[src/i2a_pkg.sv]
// shared types, constants and helper functions for the integer to ascii formatter
`timescale 1ns / 1ps

package i2a_pkg;

	// default operand width
	localparam int VALUE_BITS_DEF = 64;

	// field widths fixed by the interface
	localparam int OP_W   = 2;
	localparam int PAD_W  = 7;
	localparam int CHAR_W = 7;

	// pad widths above this saturate
	localparam logic [PAD_W-1:0] PAD_LIMIT = 7'd64;

	// ascii codes used outside the digit table
	localparam logic [CHAR_W-1:0] CHAR_ZERO  = 7'h30;
	localparam logic [CHAR_W-1:0] CHAR_MINUS = 7'h2d;

	// operation codes
	typedef enum logic [OP_W-1:0] {
		OP_SDEC = 2'd0,
		OP_UDEC = 2'd1,
		OP_HEX  = 2'd2,
		OP_BIN  = 2'd3
	} op_t;

	// control from the sequencer to the bcd converter
	typedef struct packed {
		logic load;
		logic shift_digit;
	} bcd_ctrl_t;

	// status from the bcd converter
	typedef struct packed {
		logic done;
	} bcd_stat_t;

	// decimal digits needed for the largest value of a given width
	function automatic int dec_digits(input int bits);
		dec_digits = (bits * 30103) / 100000 + 1;
	endfunction

	// lowercase hex digit to ascii
	function automatic logic [CHAR_W-1:0] hex_char(input logic [3:0] nyb);
		logic [CHAR_W-1:0] c;
		case (nyb)
			4'h0: c = 7'h30;
			4'h1: c = 7'h31;
			4'h2: c = 7'h32;
			4'h3: c = 7'h33;
			4'h4: c = 7'h34;
			4'h5: c = 7'h35;
			4'h6: c = 7'h36;
			4'h7: c = 7'h37;
			4'h8: c = 7'h38;
			4'h9: c = 7'h39;
			4'ha: c = 7'h61;
			4'hb: c = 7'h62;
			4'hc: c = 7'h63;
			4'hd: c = 7'h64;
			4'he: c = 7'h65;
			default: c = 7'h66;
		endcase
		hex_char = c;
	endfunction

endpackage

[src/i2a_bcd.sv]
// serial binary to bcd converter, one bit per cycle, with digit shift-out
`timescale 1ns / 1ps

module i2a_bcd import i2a_pkg::*; #(
	parameter int VALUE_BITS = VALUE_BITS_DEF
) (
	input  logic                  clk,
	input  logic                  arst_n,
	input  bcd_ctrl_t             ctrl,
	input  logic [VALUE_BITS-1:0] mag,
	output bcd_stat_t             stat,
	output logic [3:0]            top_digit
);

	localparam int DIGITS = dec_digits(VALUE_BITS);
	localparam int BCD_W  = 4 * DIGITS;
	localparam int CNT_W  = $clog2(VALUE_BITS + 1);

	logic [VALUE_BITS-1:0] mag_q;
	logic [BCD_W-1:0]      bcd_q;
	logic [BCD_W-1:0]      adj;
	logic [CNT_W-1:0]      cnt_q;

	// add three to every digit of five or more before the shift
	always_comb begin
		for (int i = 0; i < DIGITS; i++) begin
			if (bcd_q[4*i +: 4] >= 4'd5) begin
				adj[4*i +: 4] = bcd_q[4*i +: 4] + 4'd3;
			end else begin
				adj[4*i +: 4] = bcd_q[4*i +: 4];
			end
		end
	end

	// bit counter
	always_ff @(posedge clk or negedge arst_n) begin
		if (!arst_n) begin
			cnt_q <= '0;
		end else if (ctrl.load) begin
			cnt_q <= CNT_W'(VALUE_BITS);
		end else if (cnt_q != '0) begin
			cnt_q <= cnt_q - 1'b1;
		end
	end

	// magnitude and bcd shift registers
	always_ff @(posedge clk) begin
		if (ctrl.load) begin
			mag_q <= mag;
			bcd_q <= '0;
		end else if (cnt_q != '0) begin
			mag_q <= mag_q << 1;
			bcd_q <= {adj[BCD_W-2:0], mag_q[VALUE_BITS-1]};
		end else if (ctrl.shift_digit) begin
			bcd_q <= bcd_q << 4;
		end
	end

	assign stat.done = (cnt_q == '0);
	assign top_digit = bcd_q[BCD_W-1 -: 4];

endmodule

[src/integer_to_ascii_dec_hex_bin.sv]
// integer to ascii formatter: signed and unsigned decimal, padded hex and binary
//
// A request is taken on a rising edge with start high and busy low; value,
// operation and pad_width are sampled there. Characters come out most
// significant first, one per cycle from the first padding zero or digit on,
// each marked by strobe for a single cycle; last_char flags the final
// character of the request. A minus sign goes out as the request is taken,
// ahead of the conversion. The receiver cannot stall, so every character
// is taken as it appears. While busy is high a request runs these steps:
//   decimal: serial double-dabble conversion, then a scan past leading
//            zero digits, then the digits are sent
//   hex:     a scan past leading zero nybbles, then any padding zeros,
//            then the digits are sent
//   binary:  a scan past leading zero bits, then the bits are sent
// busy drops as the last character is driven; the next request can be
// taken in that cycle.
// Reset clears the sequencer and drops strobe; no request is in flight.
`timescale 1ns / 1ps

module integer_to_ascii_dec_hex_bin import i2a_pkg::*; #(
	parameter int VALUE_BITS = VALUE_BITS_DEF
) (
	input  logic              clk,
	input  logic              arst_n,
	input  logic              start,
	output logic              busy,
	input  logic [63:0]       value,
	input  logic [OP_W-1:0]   operation,
	input  logic [PAD_W-1:0]  pad_width,
	output logic              strobe,
	output logic [CHAR_W-1:0] character,
	output logic              last_char
);

	localparam int DIGITS = dec_digits(VALUE_BITS);
	localparam int DCW    = $clog2(DIGITS + 1);
	localparam int W      = 4 * ((VALUE_BITS + 3) / 4);
	localparam int CNT_W  = $clog2(W + 1);

	typedef enum logic [3:0] {
		S_IDLE,
		S_CONVERT,
		S_DSCAN,
		S_DEMIT,
		S_HSCAN,
		S_HPAD,
		S_HEMIT,
		S_BSCAN,
		S_BEMIT
	} state_t;

	state_t            state_q;
	logic              strobe_q;
	logic [CHAR_W-1:0] char_q;
	logic              last_q;
	logic [W-1:0]      work_q;
	logic [CNT_W-1:0]  cnt_q;
	logic [DCW-1:0]    dcnt_q;
	logic [PAD_W-1:0]  zcnt_q;
	logic [PAD_W-1:0]  pad_q;

	logic [VALUE_BITS-1:0] v_m;
	logic                  neg;
	logic [VALUE_BITS-1:0] mag;
	logic                  accept;
	op_t                   op;
	bcd_ctrl_t             bcd_ctrl;
	bcd_stat_t             bcd_stat;
	logic [3:0]            top_digit;
	logic [PAD_W-1:0]      n7;
	logic [PAD_W-1:0]      wsat;
	logic [PAD_W-1:0]      pad_raw;
	logic [PAD_W-1:0]      zeros;

	// operand decode and magnitude
	assign op     = op_t'(operation);
	assign accept = start && (state_q == S_IDLE);
	assign v_m    = value[VALUE_BITS-1:0];
	assign neg    = (op == OP_SDEC) && v_m[VALUE_BITS-1];
	assign mag    = neg ? VALUE_BITS'(~v_m + 1'b1) : v_m;

	// converter control
	assign bcd_ctrl.load        = accept && ((op == OP_SDEC) || (op == OP_UDEC));
	assign bcd_ctrl.shift_digit = (state_q == S_DSCAN || state_q == S_DEMIT) &&
	                              !(state_q == S_DSCAN && top_digit != 4'd0);

	i2a_bcd #(
		.VALUE_BITS(VALUE_BITS)
	) u_bcd (
		.clk       (clk),
		.arst_n    (arst_n),
		.ctrl      (bcd_ctrl),
		.mag       (mag),
		.stat      (bcd_stat),
		.top_digit (top_digit)
	);

	// hex padding: leading zeros ahead of the significant nybbles
	always_comb begin
		n7      = PAD_W'(cnt_q);
		wsat    = (pad_q > PAD_LIMIT) ? PAD_LIMIT : pad_q;
		pad_raw = (wsat > n7) ? (wsat - n7) : '0;
		if (n7 > 7'd2) begin
			zeros = (pad_raw & ~7'd1) + PAD_W'(n7[0]);
		end else begin
			zeros = pad_raw;
		end
	end

	// sequencer and registered outputs
	always_ff @(posedge clk or negedge arst_n) begin
		if (!arst_n) begin
			state_q  <= S_IDLE;
			strobe_q <= 1'b0;
			char_q   <= '0;
			last_q   <= 1'b0;
			work_q   <= '0;
			cnt_q    <= '0;
			dcnt_q   <= '0;
			zcnt_q   <= '0;
			pad_q    <= '0;
		end else begin
			strobe_q <= 1'b0;
			last_q   <= 1'b0;
			case (state_q)
				S_IDLE: begin
					if (start) begin
						pad_q <= pad_width;
						case (op)
							OP_SDEC, OP_UDEC: begin
								state_q <= S_CONVERT;
								if (neg) begin
									strobe_q <= 1'b1;
									char_q   <= CHAR_MINUS;
								end
							end
							OP_HEX: begin
								state_q <= S_HSCAN;
								work_q  <= W'(v_m);
								cnt_q   <= CNT_W'(W / 4);
							end
							default: begin
								state_q <= S_BSCAN;
								work_q  <= W'(v_m) << (W - VALUE_BITS);
								cnt_q   <= CNT_W'(VALUE_BITS);
							end
						endcase
					end
				end
				S_CONVERT: begin
					if (bcd_stat.done) begin
						state_q <= S_DSCAN;
						dcnt_q  <= DCW'(DIGITS);
					end
				end
				S_DSCAN: begin
					if (top_digit == 4'd0 && dcnt_q > DCW'(1)) begin
						dcnt_q <= dcnt_q - 1'b1;
					end else begin
						state_q <= S_DEMIT;
					end
				end
				S_DEMIT: begin
					strobe_q <= 1'b1;
					char_q   <= CHAR_ZERO + CHAR_W'(top_digit);
					last_q   <= (dcnt_q == DCW'(1));
					dcnt_q   <= dcnt_q - 1'b1;
					if (dcnt_q == DCW'(1)) begin
						state_q <= S_IDLE;
					end
				end
				S_HSCAN: begin
					if (work_q[W-1 -: 4] == 4'd0 && cnt_q > CNT_W'(1)) begin
						work_q <= work_q << 4;
						cnt_q  <= cnt_q - 1'b1;
					end else begin
						zcnt_q  <= zeros;
						state_q <= (zeros != '0) ? S_HPAD : S_HEMIT;
					end
				end
				S_HPAD: begin
					strobe_q <= 1'b1;
					char_q   <= CHAR_ZERO;
					zcnt_q   <= zcnt_q - 1'b1;
					if (zcnt_q == 7'd1) begin
						state_q <= S_HEMIT;
					end
				end
				S_HEMIT: begin
					strobe_q <= 1'b1;
					char_q   <= hex_char(work_q[W-1 -: 4]);
					last_q   <= (cnt_q == CNT_W'(1));
					work_q   <= work_q << 4;
					cnt_q    <= cnt_q - 1'b1;
					if (cnt_q == CNT_W'(1)) begin
						state_q <= S_IDLE;
					end
				end
				S_BSCAN: begin
					if (!work_q[W-1] && cnt_q > CNT_W'(1)) begin
						work_q <= work_q << 1;
						cnt_q  <= cnt_q - 1'b1;
					end else begin
						state_q <= S_BEMIT;
					end
				end
				S_BEMIT: begin
					strobe_q <= 1'b1;
					char_q   <= CHAR_ZERO + CHAR_W'(work_q[W-1]);
					last_q   <= (cnt_q == CNT_W'(1));
					work_q   <= work_q << 1;
					cnt_q    <= cnt_q - 1'b1;
					if (cnt_q == CNT_W'(1)) begin
						state_q <= S_IDLE;
					end
				end
				default: begin
					state_q <= S_IDLE;
				end
			endcase
		end
	end

	assign busy      = (state_q != S_IDLE);
	assign strobe    = strobe_q;
	assign character = char_q;
	assign last_char = last_q;

	// the final character of a request leaves exactly as the block goes idle
	a_last_idle: assert property (@(posedge clk) disable iff (!arst_n)
		strobe |-> (last_char == !busy))
		else $error("last_char out of step with busy");

	// an accepted request always makes the block busy
	a_accept_busy: assert property (@(posedge clk) disable iff (!arst_n)
		(start && !busy) |=> busy)
		else $error("request accepted without going busy");

	// digit emission never runs with an empty count
	a_cnt_live: assert property (@(posedge clk) disable iff (!arst_n)
		(state_q == S_HEMIT || state_q == S_BEMIT) |-> (cnt_q != '0))
		else $error("digit count exhausted while emitting");

	// padding never runs with an empty count
	a_pad_live: assert property (@(posedge clk) disable iff (!arst_n)
		(state_q == S_HPAD) |-> (zcnt_q != '0))
		else $error("pad count exhausted while padding");

	// decimal digits are only read once the converter has finished
	a_bcd_done: assert property (@(posedge clk) disable iff (!arst_n)
		(state_q == S_DSCAN || state_q == S_DEMIT) |-> bcd_stat.done)
		else $error("decimal digits read before conversion finished");

endmodule
[config.mk]
export PLATFORM = sky130hd
export DESIGN_NAME = integer_to_ascii_dec_hex_bin
export DESIGN_NICKNAME = d
export VERILOG_FILES = /design/src/i2a_pkg.sv /design/src/i2a_bcd.sv /design/src/integer_to_ascii_dec_hex_bin.sv
export SDC_FILE = /design/constraint.sdc
export NUM_CORES = 1
export LEC_CHECK = 0
export ABC_AREA = 1
export BUFFER_PORTS_ARGS = -buffer_cell sky130_fd_sc_hd__buf_2
export CAP_MARGIN = 40
export CORE_MARGIN = 1
export CORE_UTILIZATION = 55
export CTS_CLUSTER_SIZE = 30
export DETAILED_ROUTE_END_ITERATION = 12
export PLACE_DENSITY = 0.73
export SYNTH_ARGS = -nofsm -noshare
export SYNTH_HDL_FRONTEND = slang
export SYNTH_HIERARCHICAL = 1
export SYNTH_SLANG_ARGS = --single-unit
[constraint.sdc]
create_clock -name clk -period 3.72 [get_ports clk]
set_input_delay 0.372 -clock clk [delete_from_list [all_inputs] [get_ports clk]]
set_output_delay 0.372 -clock clk [all_outputs]
set_load 0.03 [all_outputs]
# == Yosys cells after proc, flatten, opt, wreduce, memory -nomap -nowiden ==
# Memory sizes are Yosys's and may differ from the RTL's.
# Cells that the tools add are included.
# classes
add_sub_neg,29
magnitude_cmp,25
n_eq_ne,27
n_mux,65
bitwise_logic,1
n_reduce_logical,38
# op_table
op,n
two-way mux 64 bit,7
one-hot mux 64 bit (5 select lines),1
two-way mux 80 bit,2
two-way mux 4 bit,27
two-way mux 7 bit,12
>= comparator 4 x 3 -> 1 bit (second input constant),20
adder 4 x 2 -> 4 bit (second input constant),19
adder 64 x 1 -> 64 bit (second input constant),1
NOT 64 bit,1
one-hot mux 7 bit (5 select lines),1
one-hot mux 4 bit (8 select lines),1
one-hot mux 7 bit (2 select lines),2
one-hot mux 7 bit (4 select lines),1
subtractor 7 x 1 -> 7 bit (second input constant),3
!= test 2 bit (second input constant),10
equality test 4 x 3 -> 1 bit (second input constant),4
one-hot mux 5 bit (3 select lines),1
equality test 7 x 1 -> 1 bit (second input constant),2
nonzero test 7 bit,2
logical NOT 4 bit,3
nonzero test 4 bit,3
two-way mux 5 bit,2
AND reduction 5 bit,2
nonzero test 5 bit,2
other kinds (36),56
# word_totals
register_bits,254
romBits,96
input_bits,76
mem_count,1
# mem_list
memory,depth,width,rd,rd_clocked_by_memory_dff,write_ports,line_no,text
(name not given),16,6,1,0,0,i2a_pkg.sv:48,case (nyb)

# == Depth between registers and ports, before layout ==
# Gate-level depths: netlist of run 1.
# logic_depth
ltp_word,10
mapped_depth,20

# == Modules after synthesis ==
# Netlist of run 1, hierarchy kept.
# modules_own_cells
mod,n_inst,cells_each,area_per_inst_um2
i2a_bcd,1,1278,8882.3
integer_to_ascii_dec_hex_bin,1,1227,8306.7

# == Least setup slack after synthesis of run 1 ==
# OpenSTA, ideal clock, no wires.
# synth_timing
kind,reg2reg
from,register state_q[0]
to,register u_bcd.bcd_q[0]
setup_time_ns,0.202
t_arrival_ns,3.320
required_time_ns,3.518
setup_slack_ns,0.198
stages_incl_launch_ff,14
path_buffers,3
synth_period_minus_slack_ns,3.522
path_cell_list,dfrtp_1 > buf_4 > nor2_2 > inv_2 > nor2_1 > inv_2 > nor2_2 > inv_1 > nor2_1 > buf_2 > inv_2 > buf_2 > nand2_1 > o21ai_0
# synth_rtl
item,line_no,text
from (decl),integer_to_ascii_dec_hex_bin.sv:52,state_t state_q;
from (signal assigned),integer_to_ascii_dec_hex_bin.sv:178,state_q <= (zeros != '0) ? S_HPAD : S_HEMIT;
to (signal assigned),i2a_bcd.sv:53,"bcd_q <= {adj[BCD_W-2:0], mag_q[VALUE_BITS-1]};"
to (signal assigned),i2a_bcd.sv:55,bcd_q <= bcd_q << 4;
to (decl),i2a_bcd.sv:20,logic [BCD_W-1:0] bcd_q;

==> flow_metrics.tcl, run 1 <==
set metrics [dict create \
    worst_pin_slew_ns 0.8944 \
    die_h_um 178.8 \
    cp_max_fo 76 \
    syn_nets 2642 \
    most-common-layout-cells "nand2_1, inv_1, nor2_1" \
    synth_edf_count 64 \
    slowest_delay_ns 0.67 \
    cts_root_buffer "clkbuf_16" \
    cts_setup_buffers 0 \
    layout_commonest_cell "nand2_1" \
    gr-total-overflow 0 \
    grt_antenna_before_repair 1 \
    synthArstFlopShare_pct 43.31 \
    cts_made_buffers 29 \
    hold_depth 3 \
    postPlaceCellArea_um2 17790 \
    rsz0062_at_grt "false" \
    hold_path_class "in2reg" \
    clk_latency_ns 0.55 \
    drc 0 \
    wire_per_inst_um 15.45 \
    gp_congestion 0.9273 \
    core_um2 30670 \
    slew_viol_final 0 \
    synth_flop_cell "dfrtp_1" \
    clock_sinks 254 \
    critical_path.cell_chain "nor2_2 > inv_2 > nor2_1 > inv_2 > nor2_2 > inv_1 > nor2_4 > buf_4 > nand2_1 > nand2_1" \
    dp_hpwl_um 31710 \
    ant_nets 0 \
    leakage_nw 9.357 \
    synth_top_area_share_pct 16.01 \
    crit_family "simple AND/OR/NAND/NOR gates" \
    drt-initial-drc-count 1385 \
    grt_start_max_net_pins 77 \
    drive_above_1_share_pct 8.174 \
    cts_tree "done" \
    path_clk_slew_ns 0.06 \
    dieArea_um2 31960 \
    r2r_cells 10 \
    synth_area_um2 17190 \
    yosys.area.top_type "dfrtp_1" \
    yosys.cell_types.count 56 \
    fin_nets 2672 \
    path_class "reg2reg" \
    synthTopCellsByArea "dfrtp_1, nand2_1, edfxtp_1" \
    crit_arrival_ns 3.33 \
    seq_area_frac_synth_pct 36.51 \
    timing.critical_path.buf_inv 4 \
    status "complete, no violations" \
    setup_viol 0 \
    max_freq_mhz 343.5 \
    period_needed_ns 2.911 \
    slew_headroom_pct 40.28 \
    drt-total-wl_um 45640 \
    startpoint_type "register" \
    vias_per_cell 5.565 \
    numPortBuffers 85 \
    cpMaxStageDelayCell "buf_4" \
    io_pins 86 \
    hold_path_end "pad_q[0]$_DFFE_PN0P_" \
    drv_cap 0 \
    grt_usage_pct 28.79 \
    grt_pass1_wl_um 75040 \
    fin_crit_sh_pct 78.26 \
    ys_seq_elements 254 \
    grt_pass1_vias 15370 \
    initial_core_util_pct 56.05 \
    worstPathRequired_ns 4.13 \
    r2r_end "u_bcd/mag_q[56]$_DFFE_PP_" \
    htreeDepth 1 \
    dr.pass1.iters 6 \
    pwr_density_cell_nw_per_um2 872.1 \
    vias 16440 \
    r2r_start "state_q[0]$_DFFE_PN0P_" \
    hold_violations 0 \
    row_count 64 \
    final_area_um2 18710 \
    die_x_um 178.8 \
    min-delay-start "pad_width[0]" \
    synth_area_per_cell_um2 6.862 \
    synth_cells 2505 \
    ys_warn_count 6 \
    fin_skew_ns 0.01322 \
    clock_path_buffers 3 \
    endpoint_kind "register" \
    rrSetupSlack_ns 0.81 \
    setup_tns_ns 0 \
    area_growth_pct 8.822 \
    max-vdd-ir-drop_uv 410.7 \
]
==> report_power, final <==
group | total, mW | leakage (nW) | internal, mW | switching [mW]
registers | 5.40 | 2.77 | 4.37 | 1.04
clock network | 2.76 | 0.445 | 1.61 | 1.16
logic | 8.15 | 6.14 | 2.79 | 5.35
==> synthesized netlist by cell type (3+ instances only) <==
| library cell | count |
|---|---|
| o21bai_1 | 17 |
| xnor2_1 | 8 |
| ha_1 | 60 |
| nor2_1 | 286 |
| o211ai_1 | 6 |
| a221oi_1 | 11 |
| dfxtp_1 | 80 |
| nand2_2 | 8 |
| o31ai_1 | 4 |
| o22ai_1 | 42 |
| dfrtp_1 | 110 |
| a21oi_1 | 52 |
| o21ai_0 | 123 |
| o21ai_1 | 72 |
| nand2_1 | 694 |
| edfxtp_1 | 64 |
| buf_1 | 4 |
| nand3b_1 | 4 |
| buf_4 | 18 |
| inv_2 | 14 |
| buf_2 | 41 |
| nor3_1 | 13 |
| nand3_1 | 266 |
| nor2_2 | 7 |
| nor3_2 | 4 |
| clkbuf_1 | 38 |
| or2_2 | 7 |
| xor2_1 | 53 |
| nor2_4 | 3 |
| nor4_1 | 10 |
| o21ai_2 | 3 |
| inv_1 | 291 |
| a22oi_1 | 15 |
| nand4_1 | 42 |
==> cells by family (layout without fill, tap and decap cells) <==
logic type	Yosys count	in the layout	share of synthesized area, %
buffers and inverters	412	464	9.819
adder cells (fa/ha/maj)	61	61	4.484
flip-flops	254	254	36.51
XOR/XNOR	61	61	3.108
other	0	1	0
AND/OR/NAND/NOR	1359	1359	34.02
AO/OA/AOI/OAI	358	358	12.06
==> stage by stage <==
stage / hold WS, ns / std cells / utilization (%) / power, mW / setup WS (ns)
finish: 0.02333 / 2954 / 60.99 / 16.31 / 0.8088
global route: 0.01633 / 2953 / 60.98 / 17.93 / 0.5030
CTS: 0.006354 / 2953 / 60.98 / 16.31 / 0.8018
detailed placement: 0.2558 / 2899 / 58.01 / 13.47 / 0.8342
global placement: 0.4425 / 2897 / 57.85 / 13.16 / 0.9963
floorplan: 0.07641 / 2505 / - / 11.66 / 0.1983
==> layout make-up <==
cell class	count	area, µm²
fill	2907	11960
multi-input combinational	1839	9240
sequential	254	6276
inverter	307	1159
clock buffer	45	837.1
timing repair buffer	104	630.6
tap	396	495.5
clock inverter	8	65.06
antenna	1	2.502
==> state kept, by name, indices dropped and copies added (netlist names) <==
name and cells:
character 7, cnt_q 7, dcnt_q 5, last_char 1
pad_q 7, state_q 4, strobe 1, u_bcd/bcd_q 80
u_bcd/cnt_q 7, u_bcd/mag_q 64, work_q 64, zcnt_q 7
==> worst register-to-register path, stage by stage, from the launching register on <==
cell and delay [ns]:
dfrtp_1 0.50, nor2_2 0.17, inv_2 0.06, nor2_1 0.14
inv_2 0.08, nor2_2 0.47, inv_1 0.22, nor2_4 0.18
buf_4 0.67, nand2_1 0.17, nand2_1 0.12
==> per-layer routing <==
layer	track usage, %	wire [µm]
met4	7.168	765
met2	49.12	21840
met5	0	0
met1	38.71	20370
met3	3.287	2661
==> how the worst max path moves through the flow <==
stage | from | to | slack, ns | depth (start not counted)
after detailed placement | state_q[0]$_DFFE_PN0P_ | u_bcd/mag_q[56]$_DFFE_PP_ | 0.83 | 10
after global routing | state_q[0]$_DFFE_PN0P_ | u_bcd/mag_q[4]$_DFFE_PP_ | 0.50 | 10
after global placement | state_q[0]$_DFFE_PN0P_ | u_bcd/mag_q[16]$_DFFE_PP_ | 1.0 | 10
after floorplan | state_q[0]$_DFFE_PN0P_ | u_bcd/bcd_q[0]$_SDFFE_PP0P_ | 0.20 | 13
final | state_q[0]$_DFFE_PN0P_ | u_bcd/mag_q[56]$_DFFE_PP_ | 0.81 | 10
after CTS | state_q[0]$_DFFE_PN0P_ | u_bcd/mag_q[56]$_DFFE_PP_ | 0.80 | 10
==> what timing repair did <==
| action | in CTS | in global routing |
|---|---|---|
| gates resized for setup | 0 | 0 |
| hold buffers | 1 | 0 |
| hold endpoints to repair | 53 | 0 |
(Power assumes the default switching activity.)
==> inputs of run 2 (changes only) <==
- ABC_AREA: 1 -> 0
- PLACE_DENSITY: 0.73 -> 0.76
- clock period: 3.72 -> 2.4 ns (I/O delays scaled with it)
==> run 2 against run 1 <==
Sequential cell count did not move. Power rose by 70%. Clock skew rose by 0.016 ns. Count of clock-buffer cells in the layout fell by 8. Sequential share of layout area fell by 0.93 points. The run now ends with setup timing left. Area after synthesis fell by 7.1%. Design area rose by 2.9%. Critical path depth fell by 1. Maximum frequency rose by 19%. Critical endpoint is now state_q[1]$_DFFE_PN0P_. Non-clock buffer count rose by 143.
==> flow_metrics.tcl, run 2 <==
set metrics [dict create \
    fin_cells 2229 \
    worstPathRequired_ns 2.84 \
    dp_hpwl_um 25190 \
    highest_layer "met4" \
    numPortBuffers 85 \
    timing.critical_path.buf_inv 1 \
    largest_reg_flops 80 \
    synthArstFlopShare_pct 43.31 \
    fin_skew_ns 0.02901 \
    post-place-cells 2151 \
    crit_top_cell "nand2b_4" \
    synth_top_area_share_pct 17.24 \
    cpMaxStageDelayCell "a2111o_1" \
    synth_edf_count 64 \
    cts_made_buffers 30 \
    synth_cells 1649 \
    htreeDepth 1 \
    seq_area_frac_synth_pct 39.31 \
    hold_path_class "in2reg" \
    drt-total-wl_um 38690 \
    grt_usage_pct 25.85 \
    holdWs_ns 0.01438 \
    status "complete, but fails checks" \
    slowest_delay_ns 0.43 \
    slew_headroom_pct 46.34 \
    endpoint_kind "register" \
    grt_antenna_before_repair 0 \
    reg_top3 "u_bcd/bcd_q (80), u_bcd/mag_q (64), work_q (64)" \
    post-route-util_pct 67.22 \
    vias 13410 \
    rsz0062_at_grt "true" \
    period_needed_ns 2.449 \
    ys_warn_count 6 \
    area_growth_pct 20.52 \
    fin_crit_sh_pct 102.0 \
    slew_viol_final 0 \
    layout_commonest_cell "a21oi_1" \
    gr-total-overflow 0 \
    yosys.area.top_type "dfrtp_1" \
    vias_per_cell 6.015 \
    r2r_cells 9 \
    drt-met1-wl_um 17370 \
    cts_tree "done" \
    die_x_um 172.4 \
    io_pins 86 \
    met3_length_um 1630 \
    pwr_density_cell_nw_per_um2 1443 \
    wl_met2_um 18840 \
    critical_path.cell_chain "buf_4 > nand2b_4 > fa_2 > nand2b_4 > a2111o_1 > o311ai_4 > nand2b_4 > o22ai_2 > a221o_1" \
    clock_sinks 254 \
    max_freq_mhz 408.4 \
    violations "setup timing" \
    gp_congestion 0.8809 \
    drv_cap 0 \
    drive_above_1_share_pct 24.62 \
    synth_area_per_cell_um2 9.683 \
    synth.most_common_cell "a21oi_1" \
    initial_core_util_pct 55.78 \
    clk_latency_ns 0.58 \
    path_class "reg2reg" \
    worst_pin_slew_ns 0.8040 \
    setup_viol 1 \
    ys_seq_elements 254 \
    core_um2 28630 \
    crit_arrival_ns 2.89 \
    dieArea_um2 29710 \
    final.setup.worst_slack_ns -0.04858 \
    synth_area_um2 15970 \
    max-vdd-ir-drop_uv 885.6 \
    startpoint_type "register" \
    synth_common_cells "a21oi_1, nand2_1, dfrtp_1" \
    most-common-layout-cells "a21oi_1, buf_4, nand2_1" \
    yosys.cell_types.count 82 \
    die_h_um 172.4 \
    cts_root_buffer "clkbuf_16" \
    crit_family "compound AO/OA/AOI/OAI gates" \
    pre_cts_ws_ns -0.3879 \
    syn_nets 1786 \
    hold_violations 0 \
    clock_path_buffers 3 \
    grt_start_max_net_pins 138 \
    wire_per_inst_um 17.36 \
    drc 0 \
    dr.pass1.iters 5 \
    synthTopCellsByArea "dfrtp_1, edfxtp_1, dfxtp_1" \
    fin_total_pwr_mw 27.76 \
    grt_pass1_wl_um 62890 \
    largest_register "u_bcd/bcd_q" \
    hold_depth 3 \
    row_count 62 \
    grt_pass1_vias 12950 \
    leakage_nw 7.986 \
    fin_nets 1957 \
    ant_nets 0 \
    cp_max_fo 3 \
    drt-initial-drc-count 1109 \
    critical_path_depth 9 \
    rrSetupSlack_ns -0.05 \
    fillCellCount 2152 \
    synth_flop_cell "dfrtp_1" \
    path_clk_slew_ns 0.06 \
]
run 2: worst paths after layout:
kind / startpoint / end
min reg2reg: character[5]$_DFFE_PN0P_ / character[5]$_DFFE_PN0P_
min in group asynchronous: arst_n / work_q[45]$_DFFE_PN0P_
max: pad_q[6]$_DFFE_PN0P_ / state_q[1]$_DFFE_PN0P_
min: value[46] / work_q[46]$_DFFE_PN0P_
max reg2reg: pad_q[6]$_DFFE_PN0P_ / state_q[1]$_DFFE_PN0P_
max in group asynchronous: arst_n / state_q[1]$_DFFE_PN0P_
run 2: repair_timing:
item,in CTS,in global routing
hold buffers,15,0
buffers inserted,2,3
pin swaps,5,8
endpoints found under the hold margin,51,0
cloned,0,1
setup endpoints to repair,9,79
gates resized for setup,14,24
run 2: layer usage:
| layer | up-vias | global-route usage [%] |
|---|---|---|
| li1 | 6457 | - |
| met1 | 6568 | 33.82 |
| met2 | 320 | 45.16 |
| met3 | 63 | 2.747 |
| met4 | 0 | 7.157 |
| met5 | - | 0 |
run 2: layout make-up:
cell class              count  area (µm²)  area share [%]
diodes                      1       2.502         0.01300
clock buffers              37       849.6           4.415
clock inverters            19       244.0           1.268
inverters                  75       284.0           1.476
multi-input cells        1212        9173           47.67
flip-flops and latches    254        6277           32.62
well taps                 384       480.5           2.497
repair buffers            247        1932           10.04
run 2: cell families (layout without fill, tap and decap cells):
| family | after synthesis | in the layout | synth area share [%] |
|---|---|---|---|
| other | 0 | 1 | 0 |
| flip-flops | 254 | 254 | 39.31 |
| buffers and inverters | 184 | 378 | 5.039 |
| adder cells (fa/ha/maj) | 61 | 61 | 4.827 |
| multiplexers | 152 | 152 | 10.09 |
| XOR/XNOR | 86 | 86 | 4.717 |
| AND/OR/NAND/NOR | 374 | 375 | 12.82 |
| AO/OA/AOI/OAI | 538 | 538 | 23.20 |
run 2: per-stage QoR:
stage / setup TNS, ns / area (µm²)
floorplan: -0.6874 / 16030
global placement: -6.391 / 17770
detailed placement: -8.668 / 17770
CTS: -0.01101 / 19100
global route: -0.3472 / 19240
finish: -0.04858 / 19240
run 2: worst register-to-register path: stages (launching register included):
cell      delay, ns
dfrtp_1        0.39
buf_4          0.14
nand2b_4       0.15
fa_2           0.37
nand2b_4       0.16
a2111o_1       0.43
o311ai_4       0.12
nand2b_4       0.18
o22ai_2        0.08
a221o_1        0.30
run 2: power by group:
group	leakage [nW]	internal, mW	switching (mW)	total (mW)
sequential	2.74	6.77	1.73	8.51
clock	0.540	3.05	1.92	4.98
combinational	4.70	6.91	7.37	14.3
total	7.99	16.7	11.0	27.8
